`config.mk`:
```
export PLATFORM = sky130hd
export DESIGN_NAME = eth_ipv4_tcp_header_parser
export DESIGN_NICKNAME = d
export VERILOG_FILES = /design/src/rtl/ethp_pkg.sv /design/src/rtl/ethp_front.sv /design/src/rtl/ethp_fifo.sv /design/src/rtl/ethp_back.sv /design/src/rtl/eth_ipv4_tcp_header_parser.sv
export SDC_FILE = /design/constraint.sdc
export NUM_CORES = 1
export LEC_CHECK = 0
export ABC_AREA = 1
export BUFFER_PORTS_ARGS = -buffer_cell sky130_fd_sc_hd__clkbuf_2
export CAP_MARGIN = 30
export CORE_MARGIN = 8
export CORE_UTILIZATION = 45
export DETAILED_ROUTE_END_ITERATION = 12
export GPL_ROUTABILITY_DRIVEN = 0
export PLACE_DENSITY = 0.73
export SYNTH_ARGS = -nofsm -noshare
export SYNTH_HDL_FRONTEND = slang
export SYNTH_SLANG_ARGS = --single-unit
```
`constraint.sdc`:
```
create_clock -name i_clk -period 20.6 [get_ports i_clk]
set_clock_uncertainty 0.1 [all_clocks]
set_input_delay 4.12 -clock i_clk [delete_from_list [all_inputs] [get_ports i_clk]]
set_output_delay 4.12 -clock i_clk [all_outputs]
set_load 0.01 [all_outputs]
```
`src/rtl/ethp_pkg.sv`:
```
package ethp_pkg;

    localparam int IN_TDATA_W  = 8;
    localparam int OUT_TDATA_W = 248;
    localparam int OUT_TUSER_W = 2;

    // result status codes
    localparam logic [1:0] ST_OK  = 2'd0;
    localparam logic [1:0] ST_ETH = 2'd1;
    localparam logic [1:0] ST_IP  = 2'd2;
    localparam logic [1:0] ST_TCP = 2'd3;

    // frame byte positions and header sizes
    localparam logic [15:0] POS_SRC_MAC  = 16'd6;
    localparam logic [15:0] POS_ETYPE    = 16'd12;
    localparam logic [15:0] POS_VER_IHL  = 16'd14;
    localparam logic [15:0] POS_PROTO    = 16'd23;
    localparam logic [15:0] POS_SRC_IP   = 16'd26;
    localparam logic [15:0] POS_DST_IP   = 16'd30;
    localparam logic [15:0] POS_IP_END   = 16'd34;
    localparam logic [7:0]  ETH_LEN      = 8'd14;
    localparam logic [15:0] IP_MIN_END   = 16'd34;
    localparam logic [15:0] TCP_MIN      = 16'd20;
    localparam logic [3:0]  HDR_MIN_WORDS = 4'd5;
    localparam logic [15:0] ETYPE_IPV4   = 16'h0800;
    localparam logic [3:0]  IP_VERSION4  = 4'd4;
    localparam logic [7:0]  PROTO_TCP    = 8'd6;

    // tcp header byte offsets from its start
    localparam logic [7:0] TCP_DPORT    = 8'd2;
    localparam logic [7:0] TCP_DOFF     = 8'd12;
    localparam logic [7:0] TCP_FLAGS    = 8'd13;

    typedef struct packed {
        logic [15:0] len;
        logic [47:0] dst_mac;
        logic [47:0] src_mac;
        logic [15:0] ether_type;
        logic [7:0]  ver_ihl;
        logic [7:0]  protocol;
        logic [31:0] src_ip;
        logic [31:0] dst_ip;
        logic [15:0] tcp_sport;
        logic [15:0] tcp_dport;
        logic [3:0]  data_off;
        logic [3:0]  flags;
    } t_frame;

endpackage

```
`src/rtl/ethp_front.sv`:
```
module ethp_front #(
    parameter int MAX_FRAME_BYTES = 65535
) (
    input  logic            i_clk,
    input  logic            i_rst_n,
    input  logic            i_accept,
    input  logic [7:0]      i_byte,
    input  logic            i_last,
    output logic            o_push,
    output ethp_pkg::t_frame o_frame
);
    import ethp_pkg::*;

    t_frame r_rec;
    t_frame n_rec;
    logic [15:0] idx;
    logic [3:0]  ihl;
    logic [7:0]  tcp_base;
    logic [15:0] tcp_rel;

    assign idx      = r_rec.len;
    assign ihl      = r_rec.ver_ihl[3:0];
    assign tcp_base = ETH_LEN + {2'b00, ihl, 2'b00};
    assign tcp_rel  = idx - {8'd0, tcp_base};

    always_comb begin
        n_rec = r_rec;
        if (idx < POS_SRC_MAC) begin
            n_rec.dst_mac = {r_rec.dst_mac[39:0], i_byte};
        end else if (idx < POS_ETYPE) begin
            n_rec.src_mac = {r_rec.src_mac[39:0], i_byte};
        end else if (idx < POS_VER_IHL) begin
            n_rec.ether_type = {r_rec.ether_type[7:0], i_byte};
        end else if (idx == POS_VER_IHL) begin
            n_rec.ver_ihl = i_byte;
        end else if (idx == POS_PROTO) begin
            n_rec.protocol = i_byte;
        end else if (idx >= POS_SRC_IP && idx < POS_DST_IP) begin
            n_rec.src_ip = {r_rec.src_ip[23:0], i_byte};
        end else if (idx >= POS_DST_IP && idx < POS_IP_END) begin
            n_rec.dst_ip = {r_rec.dst_ip[23:0], i_byte};
        end

        // tcp header starts right after the ip header, as long as ihl is sane
        if (idx > POS_VER_IHL && ihl >= HDR_MIN_WORDS && idx >= {8'd0, tcp_base}) begin
            if (tcp_rel < {8'd0, TCP_DPORT}) begin
                n_rec.tcp_sport = {r_rec.tcp_sport[7:0], i_byte};
            end else if (tcp_rel < {8'd0, TCP_DPORT} + 16'd2) begin
                n_rec.tcp_dport = {r_rec.tcp_dport[7:0], i_byte};
            end else if (tcp_rel == {8'd0, TCP_DOFF}) begin
                n_rec.data_off = i_byte[7:4];
            end else if (tcp_rel == {8'd0, TCP_FLAGS}) begin
                n_rec.flags = {i_byte[4], i_byte[2:0]};
            end
        end

        if (idx < 16'(MAX_FRAME_BYTES)) begin
            n_rec.len = idx + 16'd1;
        end
    end

    assign o_push  = i_accept && i_last;
    assign o_frame = n_rec;

    always_ff @(posedge i_clk) begin
        if (!i_rst_n) begin
            r_rec <= '0;
        end else if (i_accept) begin
            if (i_last) begin
                r_rec <= '0;
            end else begin
                r_rec <= n_rec;
            end
        end
    end

endmodule

```
`src/rtl/ethp_fifo.sv`:
```
module ethp_fifo (
    input  logic             i_clk,
    input  logic             i_rst_n,
    input  logic             i_push,
    input  ethp_pkg::t_frame i_frame,
    input  logic             i_pop,
    output logic             o_valid,
    output logic             o_full,
    output ethp_pkg::t_frame o_frame
);
    import ethp_pkg::*;

    t_frame      r_mem [2];
    logic        r_wr;
    logic        r_rd;
    logic [1:0]  r_cnt;
    logic        do_push;
    logic        do_pop;

    assign o_valid = (r_cnt != 2'd0);
    assign o_full  = (r_cnt == 2'd2);
    assign do_push = i_push && !o_full;
    assign do_pop  = i_pop && o_valid;
    assign o_frame = r_mem[r_rd];

    always_ff @(posedge i_clk) begin
        if (do_push) begin
            r_mem[r_wr] <= i_frame;
        end
    end

    always_ff @(posedge i_clk) begin
        if (!i_rst_n) begin
            r_wr  <= 1'b0;
            r_rd  <= 1'b0;
            r_cnt <= 2'd0;
        end else begin
            if (do_push) begin
                r_wr <= ~r_wr;
            end
            if (do_pop) begin
                r_rd <= ~r_rd;
            end
            r_cnt <= r_cnt + {1'b0, do_push} - {1'b0, do_pop};
        end
    end

endmodule

```
`src/rtl/ethp_back.sv`:
```
module ethp_back (
    input  logic                                i_clk,
    input  logic                                i_rst_n,
    input  logic                                i_valid,
    input  ethp_pkg::t_frame                    i_frame,
    output logic                                o_pop,
    output logic                                o_tvalid,
    input  logic                                i_tready,
    output logic [ethp_pkg::OUT_TDATA_W-1:0]    o_tdata,
    output logic [ethp_pkg::OUT_TUSER_W-1:0]    o_tuser
);
    import ethp_pkg::*;

    logic                    r_valid;
    logic [OUT_TDATA_W-1:0]  r_data;
    logic [OUT_TUSER_W-1:0]  r_status;
    logic [OUT_TDATA_W-1:0]  n_data;
    logic [1:0]              n_status;

    logic [15:0] len;
    logic [3:0]  ihl;
    logic [3:0]  dof;
    logic [7:0]  ip_end;
    logic [7:0]  poff;
    logic        eth_vis;
    logic        ip_vis;
    logic        tcp_vis;
    logic [7:0]  out_poff;
    logic [15:0] out_plen;

    assign len    = i_frame.len;
    assign ihl    = i_frame.ver_ihl[3:0];
    assign dof    = i_frame.data_off;
    assign ip_end = ETH_LEN + {2'b00, ihl, 2'b00};
    assign poff   = ip_end + {2'b00, dof, 2'b00};

    always_comb begin
        eth_vis  = (len >= {8'd0, ETH_LEN});
        ip_vis   = 1'b0;
        tcp_vis  = 1'b0;
        n_status = ST_ETH;
        out_poff = 8'd0;
        out_plen = 16'd0;
        if (eth_vis && i_frame.ether_type == ETYPE_IPV4) begin
            n_status = ST_IP;
            if (len >= IP_MIN_END && i_frame.ver_ihl[7:4] == IP_VERSION4) begin
                ip_vis = 1'b1;
                if (ihl >= HDR_MIN_WORDS && {8'd0, ip_end} <= len) begin
                    n_status = ST_TCP;
                    if (i_frame.protocol == PROTO_TCP &&
                        len >= {8'd0, ip_end} + TCP_MIN) begin
                        tcp_vis = 1'b1;
                        if (dof >= HDR_MIN_WORDS && {8'd0, poff} <= len) begin
                            n_status = ST_OK;
                            out_poff = poff;
                            out_plen = len - {8'd0, poff};
                        end
                    end
                end
            end
        end

        n_data = '0;
        n_data[243:220] = {out_plen, out_poff};
        if (eth_vis) begin
            n_data[111:0] = {i_frame.ether_type, i_frame.src_mac, i_frame.dst_mac};
        end
        if (ip_vis) begin
            n_data[183:112] = {i_frame.dst_ip, i_frame.src_ip, i_frame.protocol};
        end
        if (tcp_vis) begin
            n_data[219:184] = {i_frame.flags, i_frame.tcp_dport, i_frame.tcp_sport};
        end
    end

    // output register takes a new item whenever it is empty or being drained
    assign o_pop = i_valid && (!r_valid || i_tready);

    always_ff @(posedge i_clk) begin
        if (!i_rst_n) begin
            r_valid <= 1'b0;
        end else if (!r_valid || i_tready) begin
            r_valid <= i_valid;
        end
    end

    always_ff @(posedge i_clk) begin
        if (o_pop) begin
            r_data   <= n_data;
            r_status <= n_status;
        end
    end

    assign o_tvalid = r_valid;
    assign o_tdata  = r_data;
    assign o_tuser  = r_status;

endmodule

```
`src/rtl/eth_ipv4_tcp_header_parser.sv`:
```
// channel   dir  signals                           item
// s_axis    in   tvalid tready tdata[7:0] tlast    one frame byte, tlast on final byte
// m_axis    out  tvalid tready tdata[247:0] tuser  one parse result per frame
//
// one byte accepted per cycle while the queue has room; m_axis_tvalid rises after
// the frame passes the queue write and then the evaluate register
// a two-entry frame queue sits between capture and evaluation, so s_axis only
// stalls when the queue is full, i.e. after m_axis has held back three results
// synchronous active-low reset clears the byte counter, captured fields and queue
module eth_ipv4_tcp_header_parser #(
    parameter int MAX_FRAME_BYTES = 65535
) (
    input  logic         i_clk,
    input  logic         i_rst_n,
    input  logic         s_axis_tvalid,
    output logic         s_axis_tready,
    input  logic [ethp_pkg::IN_TDATA_W-1:0]  s_axis_tdata,  // byte_value
    input  logic         s_axis_tlast,  // last_byte
    output logic         m_axis_tvalid,
    input  logic         m_axis_tready,
    // dst_mac[47:0] src_mac[95:48] ether_type[111:96] ip_protocol[119:112]
    // src_ip[151:120] dst_ip[183:152] tcp_sport[199:184] tcp_dport[215:200]
    // tcp_flags[219:216] payload_offset[227:220] payload_length[243:228]
    output logic [ethp_pkg::OUT_TDATA_W-1:0] m_axis_tdata,
    output logic [1:0]   m_axis_tuser   // status
);
    import ethp_pkg::*;

    logic   accept;
    logic   push;
    logic   q_full;
    logic   q_valid;
    logic   pop;
    t_frame front_frame;
    t_frame head_frame;

    assign s_axis_tready = !q_full;
    assign accept        = s_axis_tvalid && s_axis_tready;

    ethp_front #(
        .MAX_FRAME_BYTES(MAX_FRAME_BYTES)
    ) u_front (
        .i_clk    (i_clk),
        .i_rst_n  (i_rst_n),
        .i_accept (accept),
        .i_byte   (s_axis_tdata),
        .i_last   (s_axis_tlast),
        .o_push   (push),
        .o_frame  (front_frame)
    );

    ethp_fifo u_fifo (
        .i_clk   (i_clk),
        .i_rst_n (i_rst_n),
        .i_push  (push),
        .i_frame (front_frame),
        .i_pop   (pop),
        .o_valid (q_valid),
        .o_full  (q_full),
        .o_frame (head_frame)
    );

    ethp_back u_back (
        .i_clk    (i_clk),
        .i_rst_n  (i_rst_n),
        .i_valid  (q_valid),
        .i_frame  (head_frame),
        .o_pop    (pop),
        .o_tvalid (m_axis_tvalid),
        .i_tready (m_axis_tready),
        .o_tdata  (m_axis_tdata),
        .o_tuser  (m_axis_tuser)
    );

endmodule

```
==> Word level (Yosys, flattened, before mapping) <==
Memories as Yosys holds them, arrays and structs flattened. A register that Yosys moved wholly into a read port is not among the register bits.
Index checks and enable logic that the tools add are counted.
Widths: inputs -> output; s select.
{ "op_classes": {"n_lt_le_gt_ge": 20, "muxes": 37, "reduce_logical": 19, "addsub": 9, "bitwise": 2, "eq_ne": 8} }
{ "ops": {"columns": ["op", "count"], "rows": [
  ["$mux 248", 1],
  ["$mux 144", 1],
  ["$mux 32", 3],
  ["$mux 48", 2],
  ["$mux 96", 1],
  ["$mux 80", 1],
  ["$mux 72", 1],
  ["$mux 16", 4],
  ["$mux 64", 1],
  ["$eq 16x4->1 const B", 3],
  ["$mux 40", 1],
  ["$ge 16x5->1 const B", 2],
  ["$le 8x16->1", 2],
  ["$lt 16x3->1 const B", 2],
  ["$lt 16x4->1 const B", 2],
  ["$sub 16x8->16", 2],
  ["$mux 24", 1],
  ["$mux 8", 3],
  ["$add 16x1->16 const B", 1],
  ["$eq 16x12->1 const B", 1],
  ["$eq 16x5->1 const B", 1],
  ["$ge 16x16->1", 1],
  ["$ge 16x4->1 const B", 1],
  ["$ge 16x6->1 const B", 1],
  ["other kinds (24)", 56]
]} }
{ "totals": {"word_cells": 117, "input_bits": 13, "mem_count": 1, "out_inout_bits": 252, "ff_bits": 499, "mem_bits_rw": 496} }
{ "memory_table": {"columns": ["memory", "depth", "word_bits", "read_ports", "rd_clocked_by_memory_dff", "write_ports", "line", "source"], "rows": [
  ["u_fifo.r_mem", 2, 248, 1, 1, 1, "ethp_fifo.sv:13", "t_frame r_mem [2];"]
]} }

==> Longest topological paths before layout <==
Gate-level depths: netlist (run 1).
{ "logic_depth": {"word_depth": 10, "ltp_mapped": 26, "mapped_depth_nobuf": 24} }

==> Modules after synthesis <==
Synthesis (run 1) repeated with hierarchy kept, for this count alone.
{ "unflattened": {"cells_unflattened": 3731, "hier_area_um2": 42972.5} }
{ "by_module_without_submodules": {"columns": ["module", "area_each_um2", "cells_per_inst", "seq_area_each_um2", "instances"], "rows": [
  ["ethp_fifo", 19038.3, 809, 14994.4, 1],
  ["ethp_front", 13080.0, 1930, 4964.8, 1],
  ["ethp_back", 10840.4, 989, 7377.1, 1],
  ["eth_ipv4_tcp_header_parser", 13.8, 3, 0.0, 1]
]} }

==> Worst setup path before layout (run 1) <==
No wires, ideal clock.
{ "synth_path": {"kind": "input-to-reg", "startpoint": "input port m_axis_tready", "endpoint": "register u_fifo.r_cnt[1]", "stages": 8, "setup_slack_ns": 3.878, "arrival_ns": 16.552, "t_required_ns": 20.430, "path_buffers": 0, "setup_time_ns": 0.070, "cell_sequence": "nor2_1 > nor2_1 > ha_1 > inv_1 > ha_1 > xor2_1 > o21ai_0 > a21oi_1"} }
{ "synth_between": {"elab_chain_len": 4} }
{ "synth_lines": {"columns": ["element", "line", "source"], "rows": [
  ["from (decl)", "eth_ipv4_tcp_header_parser.sv:20", "input logic m_axis_tready,"],
  ["$logic_or 1x1->1", "ethp_back.sv:77", "assign o_pop = i_valid && (!r_valid || i_tready);"],
  ["$logic_and 1x1->1", "ethp_back.sv:77", null],
  ["named net pop", "eth_ipv4_tcp_header_parser.sv:33", "logic pop;"],
  ["$logic_and 1x1->1", "ethp_fifo.sv:23", "assign do_pop = i_pop && o_valid;"],
  ["$sub 2x1->2", "ethp_fifo.sv:44", "r_cnt <= r_cnt + {1'b0, do_push} - {1'b0, do_pop};"],
  ["to (signal assigned)", "ethp_fifo.sv:44", null],
  ["to (decl)", "ethp_fifo.sv:16", "logic [1:0] r_cnt;"]
]} }
The timed path passes the listed nets, and every way through them passes these cells.
A chain may end at the register's enable or synchronous reset.

==> Worst setup path in the final report (run 1) <==
{ "layout_path": {"startpoint": "input port s_axis_tvalid", "endpoint": "memory u_fifo.r_mem[0][39] (netlist name), enable pin"} }
{ "layout_between": {"elab_chain_len": 5} }
{ "layout_lines": {"columns": ["element", "line", "source"], "rows": [
  ["from (decl)", "eth_ipv4_tcp_header_parser.sv:15", "input logic s_axis_tvalid,"],
  ["$logic_and 1x1->1", "eth_ipv4_tcp_header_parser.sv:38", "assign accept = s_axis_tvalid && s_axis_tready;"],
  ["$logic_and 1x1->1", "ethp_front.sv:62", "assign o_push = i_accept && i_last;"],
  ["$logic_and 1x1->1", "ethp_fifo.sv:22", "assign do_push = i_push && !o_full;"],
  ["$mux 1", "ethp_fifo.sv:27", "if (do_push) begin"],
  ["$mux 1 (implied by the code)", "ethp_fifo.sv:28", "r_mem[r_wr] <= i_frame;"],
  ["to (decl)", "ethp_fifo.sv:13", null]
]} }
No other way between the ends.

==> out/qor.csv, run 1 <==
metric,value,unit
status,"complete, no violations",
CTS resizes,0,
fillers,7527,
Slew Limit Fails,0,
DR vias,26859,
placed cell areas,42500,sq um
most frequent cell on the critical path,buf_4,
metal3 WL,6210,um
die width,315,um
highest-count cells in the layout ignoring fill and taps,"nand2_1, edfxtp_1, a21oi_1, clkbuf_2, dfxtp_1",
Synth-to-Final Area Change,14.3,%
row count,109,
"wirelength, routed",95500,um
kind of critical path,in -> reg,
final setup fails,0,
CTS H-tree lvls,3,
grt total ovfl,0,
placed cell count,4900,
Setup TNS,0,ns
CP Capture Type,flop,
Synth Register Bits,995,
crit-path cells,clkbuf_2 > nand3_1 > nor2_4 > buf_4 > buf_4 > buf_4,
Pre-antenna DRT Iters,5,
num ports,265,
initial antenna violation count,2,
Post-synth top flop,edfxtp_1,
final hold violation count,0,
I/O Buffers,259,
Inserted Diodes,0,
maximum VDD drop,0.0890,mV
WHS,0.347,ns
clk sinks,995,
clock-pin slew on the worst setup and hold paths,0.06,ns
asr flop ratio synth,0,
"commonest non-fill, non-tap cell in the layout",nand2_1,
first-pass GRT wire length,148000,um
max_cap viols,0,
Vias/cell,5.27,
core region area,88500,sq um
final worst path period share,0.331,
hold crit path type,reg -> reg,
largest net degree at the start of global routing,157,
Met1 Routed Length,38900,um
worst-margin pin slew,1.01,ns
fin cells,5095,
CTS tree,done,
Initial Utilization,0.455,
number of nets in the layout,3892,
post-synthesis sequential area ratio,0.679,
Post-Syn Area,40300,sq um
worst rel slew slack,0.324,
"Design Area, Final",46000,sq um
fin crit period,6.82,ns
max incr delay on CP,0.82,ns
"Arr. time, crit path",7.02,ns
PwrDens,125,nW/um^2
fraction of layout cells with a size suffix above 1,0.147,
DRT iter0 DRCs,2257,
ANT nets after route,0,
synth unique cells,54,
Avg Inst Size Synth,11.1,sq um
LEAKAGE,17.3,nW
CP max FO,62,
Achievable Freq,147,MHz
Wirelength per Cell,18.7,um
RSZ-0062 raised after global routing,no,
# Post-CTS Setup Buffers,0,
Post-synth EDFFs,741,
number of global-route vias before repair,25844,
routed wire length on met2,47700,um
height of the die,315,um
clk_lat worst skew,0.67,ns
Worst EP required,20.79,ns
highest metal used,met4,
Clock Path Buffers,3,
Root Driver,clkbuf_16,
Syn. warnings,0,
DP HPWL,58900,um
CTS buffer count,102,
slowest CP cell,buf_4,
Critical Path Start Type,input pin,
die area,99300,sq um
post-synthesis cell count,3642,
Total Routing Usage GR,0.188,
DRC,0,
# hold bufs at CTS,0,
==> metrics by stage <==
stage,worst slack (ns),total power [mW],utilization
after detailed placement,12.94,3.97,0.480
final,13.78,5.77,0.520
after global placement,13.00,3.95,0.480
after global routing,13.56,6.06,0.520
after floorplan,3.88,3.55,-
after CTS,13.65,5.85,0.520
==> where the power goes <==
group / switching (mW) / internal [mW]
sequential: 0.114 / 2.54
combinational: 0.872 / 0.371
clock: 0.781 / 1.10
total: 1.77 / 4.01
==> layout make-up <==
class | instances | area [sq um] | area share
inverters | 182 | 698 | 0.0152
multi-input cells | 2266 | 11400 | 0.248
flip-flops and latches | 995 | 27300 | 0.594
clock buffers | 144 | 2870 | 0.0624
repair buffers | 293 | 1630 | 0.0355
well taps | 1165 | 1460 | 0.0317
clock inverters | 50 | 612 | 0.0133
==> registers in the layout, summed over array words and instances (netlist names), named ones only <==
register,flops
u_back.o_tdata,243
u_back.o_tuser,2
u_back.o_tvalid,1
u_fifo.r_cnt,2
u_fifo.r_mem,496
u_fifo.r_rd,1
u_fifo.r_wr,1
u_front.idx,16
u_front.ihl,4
u_front.r_rec,228
==> critical path, delay by kind of cell <==
kind,cells,cell delay (ns)
buf+inv,4,2.37
simple gates,2,0.38
==> cells by family after synthesis <==
group,synth area share
multiplexers,0.0377
XOR/XNOR,0.00500
buffers and inverters,0.0394
AND/OR/NAND/NOR,0.145
adder cells (fa/ha/maj),0.0127
flip-flops,0.679
AO/OA/AOI/OAI,0.0811
other,0.0000932
==> per-layer routing <==
metal / up-vias / GRT usage
met2: 838 / 0.324
met3: 170 / 0.0318
li1: 12894 / -
met5: - / 0
met4: 0 / 0.0585
met1: 12957 / 0.241
==> worst paths after layout <==
path                 startpoint                   to  slack [ns]  cells past startpoint
setup / recovery  s_axis_tvalid  u_fifo.r_mem[0][39]       13.78                      6
hold / removal      u_fifo.r_rd                 flop        0.35                      1
setup reg to reg           flop  u_back.o_tdata[236]       15.15                     25
hold reg to reg     u_fifo.r_rd                 flop        0.35                      1
==> cells in the mapped netlist, types with 3 or more instances <==
| cell | instances | share of area |
|---|---|---|
| nor2_2 | 6 | 0.00093 |
| nor4_1 | 5 | 0.00078 |
| buf_4 | 19 | 0.0035 |
| nor2_1 | 126 | 0.012 |
| mux2i_1 | 59 | 0.015 |
| nor3b_1 | 3 | 0.00056 |
| nor3_1 | 11 | 0.0014 |
| nand2_1 | 1128 | 0.11 |
| nand4_1 | 42 | 0.0065 |
| xnor2_1 | 7 | 0.0015 |
| o211ai_1 | 17 | 0.0032 |
| or2_2 | 9 | 0.0014 |
| nor3_2 | 3 | 0.00075 |
| nand3_2 | 5 | 0.0012 |
| inv_1 | 176 | 0.016 |
| inv_2 | 4 | 0.00037 |
| buf_1 | 13 | 0.0012 |
| o21a_1 | 20 | 0.0037 |
| buf_2 | 33 | 0.0041 |
| o21ai_0 | 82 | 0.010 |
| dfxtp_1 | 254 | 0.13 |
| buf_6 | 4 | 0.0011 |
| a21oi_1 | 485 | 0.060 |
| fa_1 | 3 | 0.0015 |
| xor2_1 | 16 | 0.0035 |
| edfxtp_1 | 741 | 0.55 |
| clkbuf_1 | 134 | 0.012 |
| ha_1 | 36 | 0.011 |
| mux2_2 | 80 | 0.022 |
| nand3_1 | 69 | 0.0086 |
| o21ai_1 | 3 | 0.00037 |
| and2_1 | 18 | 0.0028 |
Note: power is estimated with default switching activity, not from simulation.
==> run 2: changes to the inputs <==
--- a/config.mk
+++ b/config.mk
@@ -12,7 +12,7 @@
 export CORE_UTILIZATION = 45
 export DETAILED_ROUTE_END_ITERATION = 12
 export GPL_ROUTABILITY_DRIVEN = 0
-export PLACE_DENSITY = 0.73
+export PLACE_DENSITY = 0.76
 export SYNTH_ARGS = -nofsm -noshare
 export SYNTH_HDL_FRONTEND = slang
 export SYNTH_SLANG_ARGS = --single-unit
==> constraint.sdc (replaced) <==
create_clock -name i_clk -period 6.1 [get_ports i_clk]
set_clock_uncertainty 0.1 [all_clocks]
set_input_delay 1.22 -clock i_clk [delete_from_list [all_inputs] [get_ports i_clk]]
set_output_delay 1.22 -clock i_clk [all_outputs]
set_load 0.01 [all_outputs]
==> out/qor.csv, run 2 (same netlist as run 1, synthesis figures left out) <==
metric,value,unit,change
final setup fails,0,,unchanged
sequential share of power,0.459,,about the same
RSZ-0062 raised after global routing,no,,unchanged
Inserted Diodes,0,,unchanged
hold crit path type,reg -> reg,,unchanged
WHS,0.356,ns,was 0.347 ns
row count,109,,unchanged
number of nets in the layout,3889,,was 3892
Pre-antenna DRT Iters,6,,was 5
largest net degree at the start of global routing,216,,was 157
height of the die,315,um,unchanged
DR vias,26926,,was 26859
I/O Buffers,259,,unchanged
LEAKAGE,17.3,nW,about the same
Synth-to-Final Area Change,14.6,%,was 14.3%
clk_lat worst skew,0.67,ns,about the same
Wirelength per Cell,19.0,um,was 18.7 um
Biggest register,u_fifo.r_mem,,unchanged
Setup TNS,0,ns,unchanged
Clock Path Buffers,3,,unchanged
first-pass GRT wire length,149000,um,was 148000 um
final hold violation count,0,,unchanged
initial antenna violation count,3,,was 2
num ports,265,,unchanged
"Arr. time, crit path",5.51,ns,was 7.02 ns
PwrDens,426,nW/um^2,was 125 nW/um^2
CTS resizes,0,,unchanged
CTS tree,done,,unchanged
Worst EP required,6.38,ns,was 20.79 ns
kind of critical path,reg -> reg,,was in -> reg
Critical Path Start Type,flop,,was input pin
Sw Ratio,0.311,,was 0.306
CP Capture Type,flop,,unchanged
Vias/cell,5.29,,was 5.27
internal power,13.6,mW,was 4.01 mW
Slew Limit Fails,0,,unchanged
Root Driver,clkbuf_16,,unchanged
# hold bufs at CTS,0,,unchanged
"wirelength, routed",96500,um,was 95500 um
core region area,88500,sq um,unchanged
sw power,6.11,mW,was 1.77 mW
DP HPWL,58300,um,was 58900 um
die area,99300,sq um,unchanged
part of the power in combinational logic,0.220,,was 0.215
DRT iter0 DRCs,2622,,was 2257
fraction of layout cells with a size suffix above 1,0.148,,was 0.147
CP max FO,61,,was 62
# Post-CTS Setup Buffers,0,,unchanged
number of global-route vias before repair,26052,,was 25844
highest-count cells in the layout ignoring fill and taps,"nand2_1, edfxtp_1, a21oi_1, clkbuf_2, dfxtp_1",,unchanged
Achievable Freq,191,MHz,
CTS H-tree lvls,3,,unchanged
ANT nets after route,0,,unchanged
Total Routing Usage GR,0.188,,about the same
clk sinks,995,,unchanged
worst-margin pin slew,1.21,ns,was 1.01 ns
final worst path period share,0.856,,
status,"complete, no violations",,unchanged
Initial Utilization,0.455,,unchanged
maximum VDD drop,0.532,mV,was 0.0890 mV
grt total ovfl,0,,unchanged
"commonest non-fill, non-tap cell in the layout",nand2_1,,unchanged
max FFs per register,496,,unchanged
CTS buffer count,101,,was 102
max_cap viols,0,,unchanged
worst rel slew slack,0.194,,was 0.324
fin crit period,5.22,ns,
die width,315,um,unchanged
DRC,0,,unchanged
Clock power frac,0.322,,was 0.325
clock-pin slew on the worst setup and hold paths,0.06,ns,about the same
-- run 2: changes by cell type in the layout (fill, tap and decap cells not counted), moves of 3 or more --
cell	before	now
clkbuf_8	10	17
clkinv_2	13	16
inv_6	2	5
clkbuf_1	29	24
clkinv_1	10	7
clkinvlp_4	10	7
buf_12	3	13
buf_4	28	15
-- run 2: path summary, 6_finish.rpt --
check	slack, ns	start	depth (start not counted)	end
worst max-delay path	0.88	flop	21	u_back.o_tdata[236]
worst min-delay path	0.36	u_fifo.r_rd	1	u_fifo.r_rd
worst max register to register	0.88	flop	21	u_back.o_tdata[236]
worst min register to register	0.36	u_fifo.r_rd	1	u_fifo.r_rd
-- run 2: metal layers --
metal  up-vias  GRT usage  wire length (um)
li1      12867          -                 -
met2       852      0.325             48300
met4         0     0.0523              2450
met5         -          0                 0
met3       170     0.0375              6590
met1     13037      0.241             39200
-- run 2: layout make-up --
type | instances | area (sq um)
Sequential cell | 995 | 27300
Timing Repair Buffer | 291 | 1770
Clock buffer | 144 | 2900
Tap cell | 1165 | 1460
Multi-Input combinational cell | 2266 | 11400
Inverter | 182 | 696
Clock inverter | 48 | 564
Fill cell | 7464 | 42400
-- run 2: power groups by stage --
| stage | Combinational, mW | Sequential [mW] | Clock, mW |
|---|---|---|---|
| CTS | 4.40 | 9.04 | 6.44 |
| finish | 4.32 | 9.02 | 6.32 |
| global route | 4.77 | 9.11 | 6.70 |
| floorplan | 2.22 | 9.49 | 0 |
| global placement | 4.31 | 9.16 | 0 |
| detailed placement | 4.38 | 9.15 | 0 |
-- run 2: metrics by stage --
stage	power, mW	util	cell area (sq um)	setup slack [ns]	cells
after floorplan	11.7	-	40300	-2.33	3646
after global placement	13.5	0.481	42500	1.08	4893
after detailed placement	13.5	0.482	42700	0.942	4899
after CTS	19.9	0.521	46100	0.902	5091
after global routing	20.6	0.521	46100	0.546	5091
final	19.7	0.521	46100	0.876	5091
-- run 2: critical path, cell delays in order, from the launching register on --
cell	delay (ns)
dfxtp_4	0.40
buf_4	0.62
mux2i_1	0.52
xor2_1	0.19
inv_1	0.08
ha_1	0.33
a21oi_1	0.16
inv_1	0.05
a31oi_1	0.22
xor2_1	0.24
ha_1	0.33
a21oi_1	0.16
nand2_1	0.07
nor2_1	0.16
inv_1	0.06
a21oi_1	0.23
inv_1	0.13
nor2_1	0.19
nor2_1	0.11
nand3_2	0.34
inv_1	0.11
o21a_1	0.13
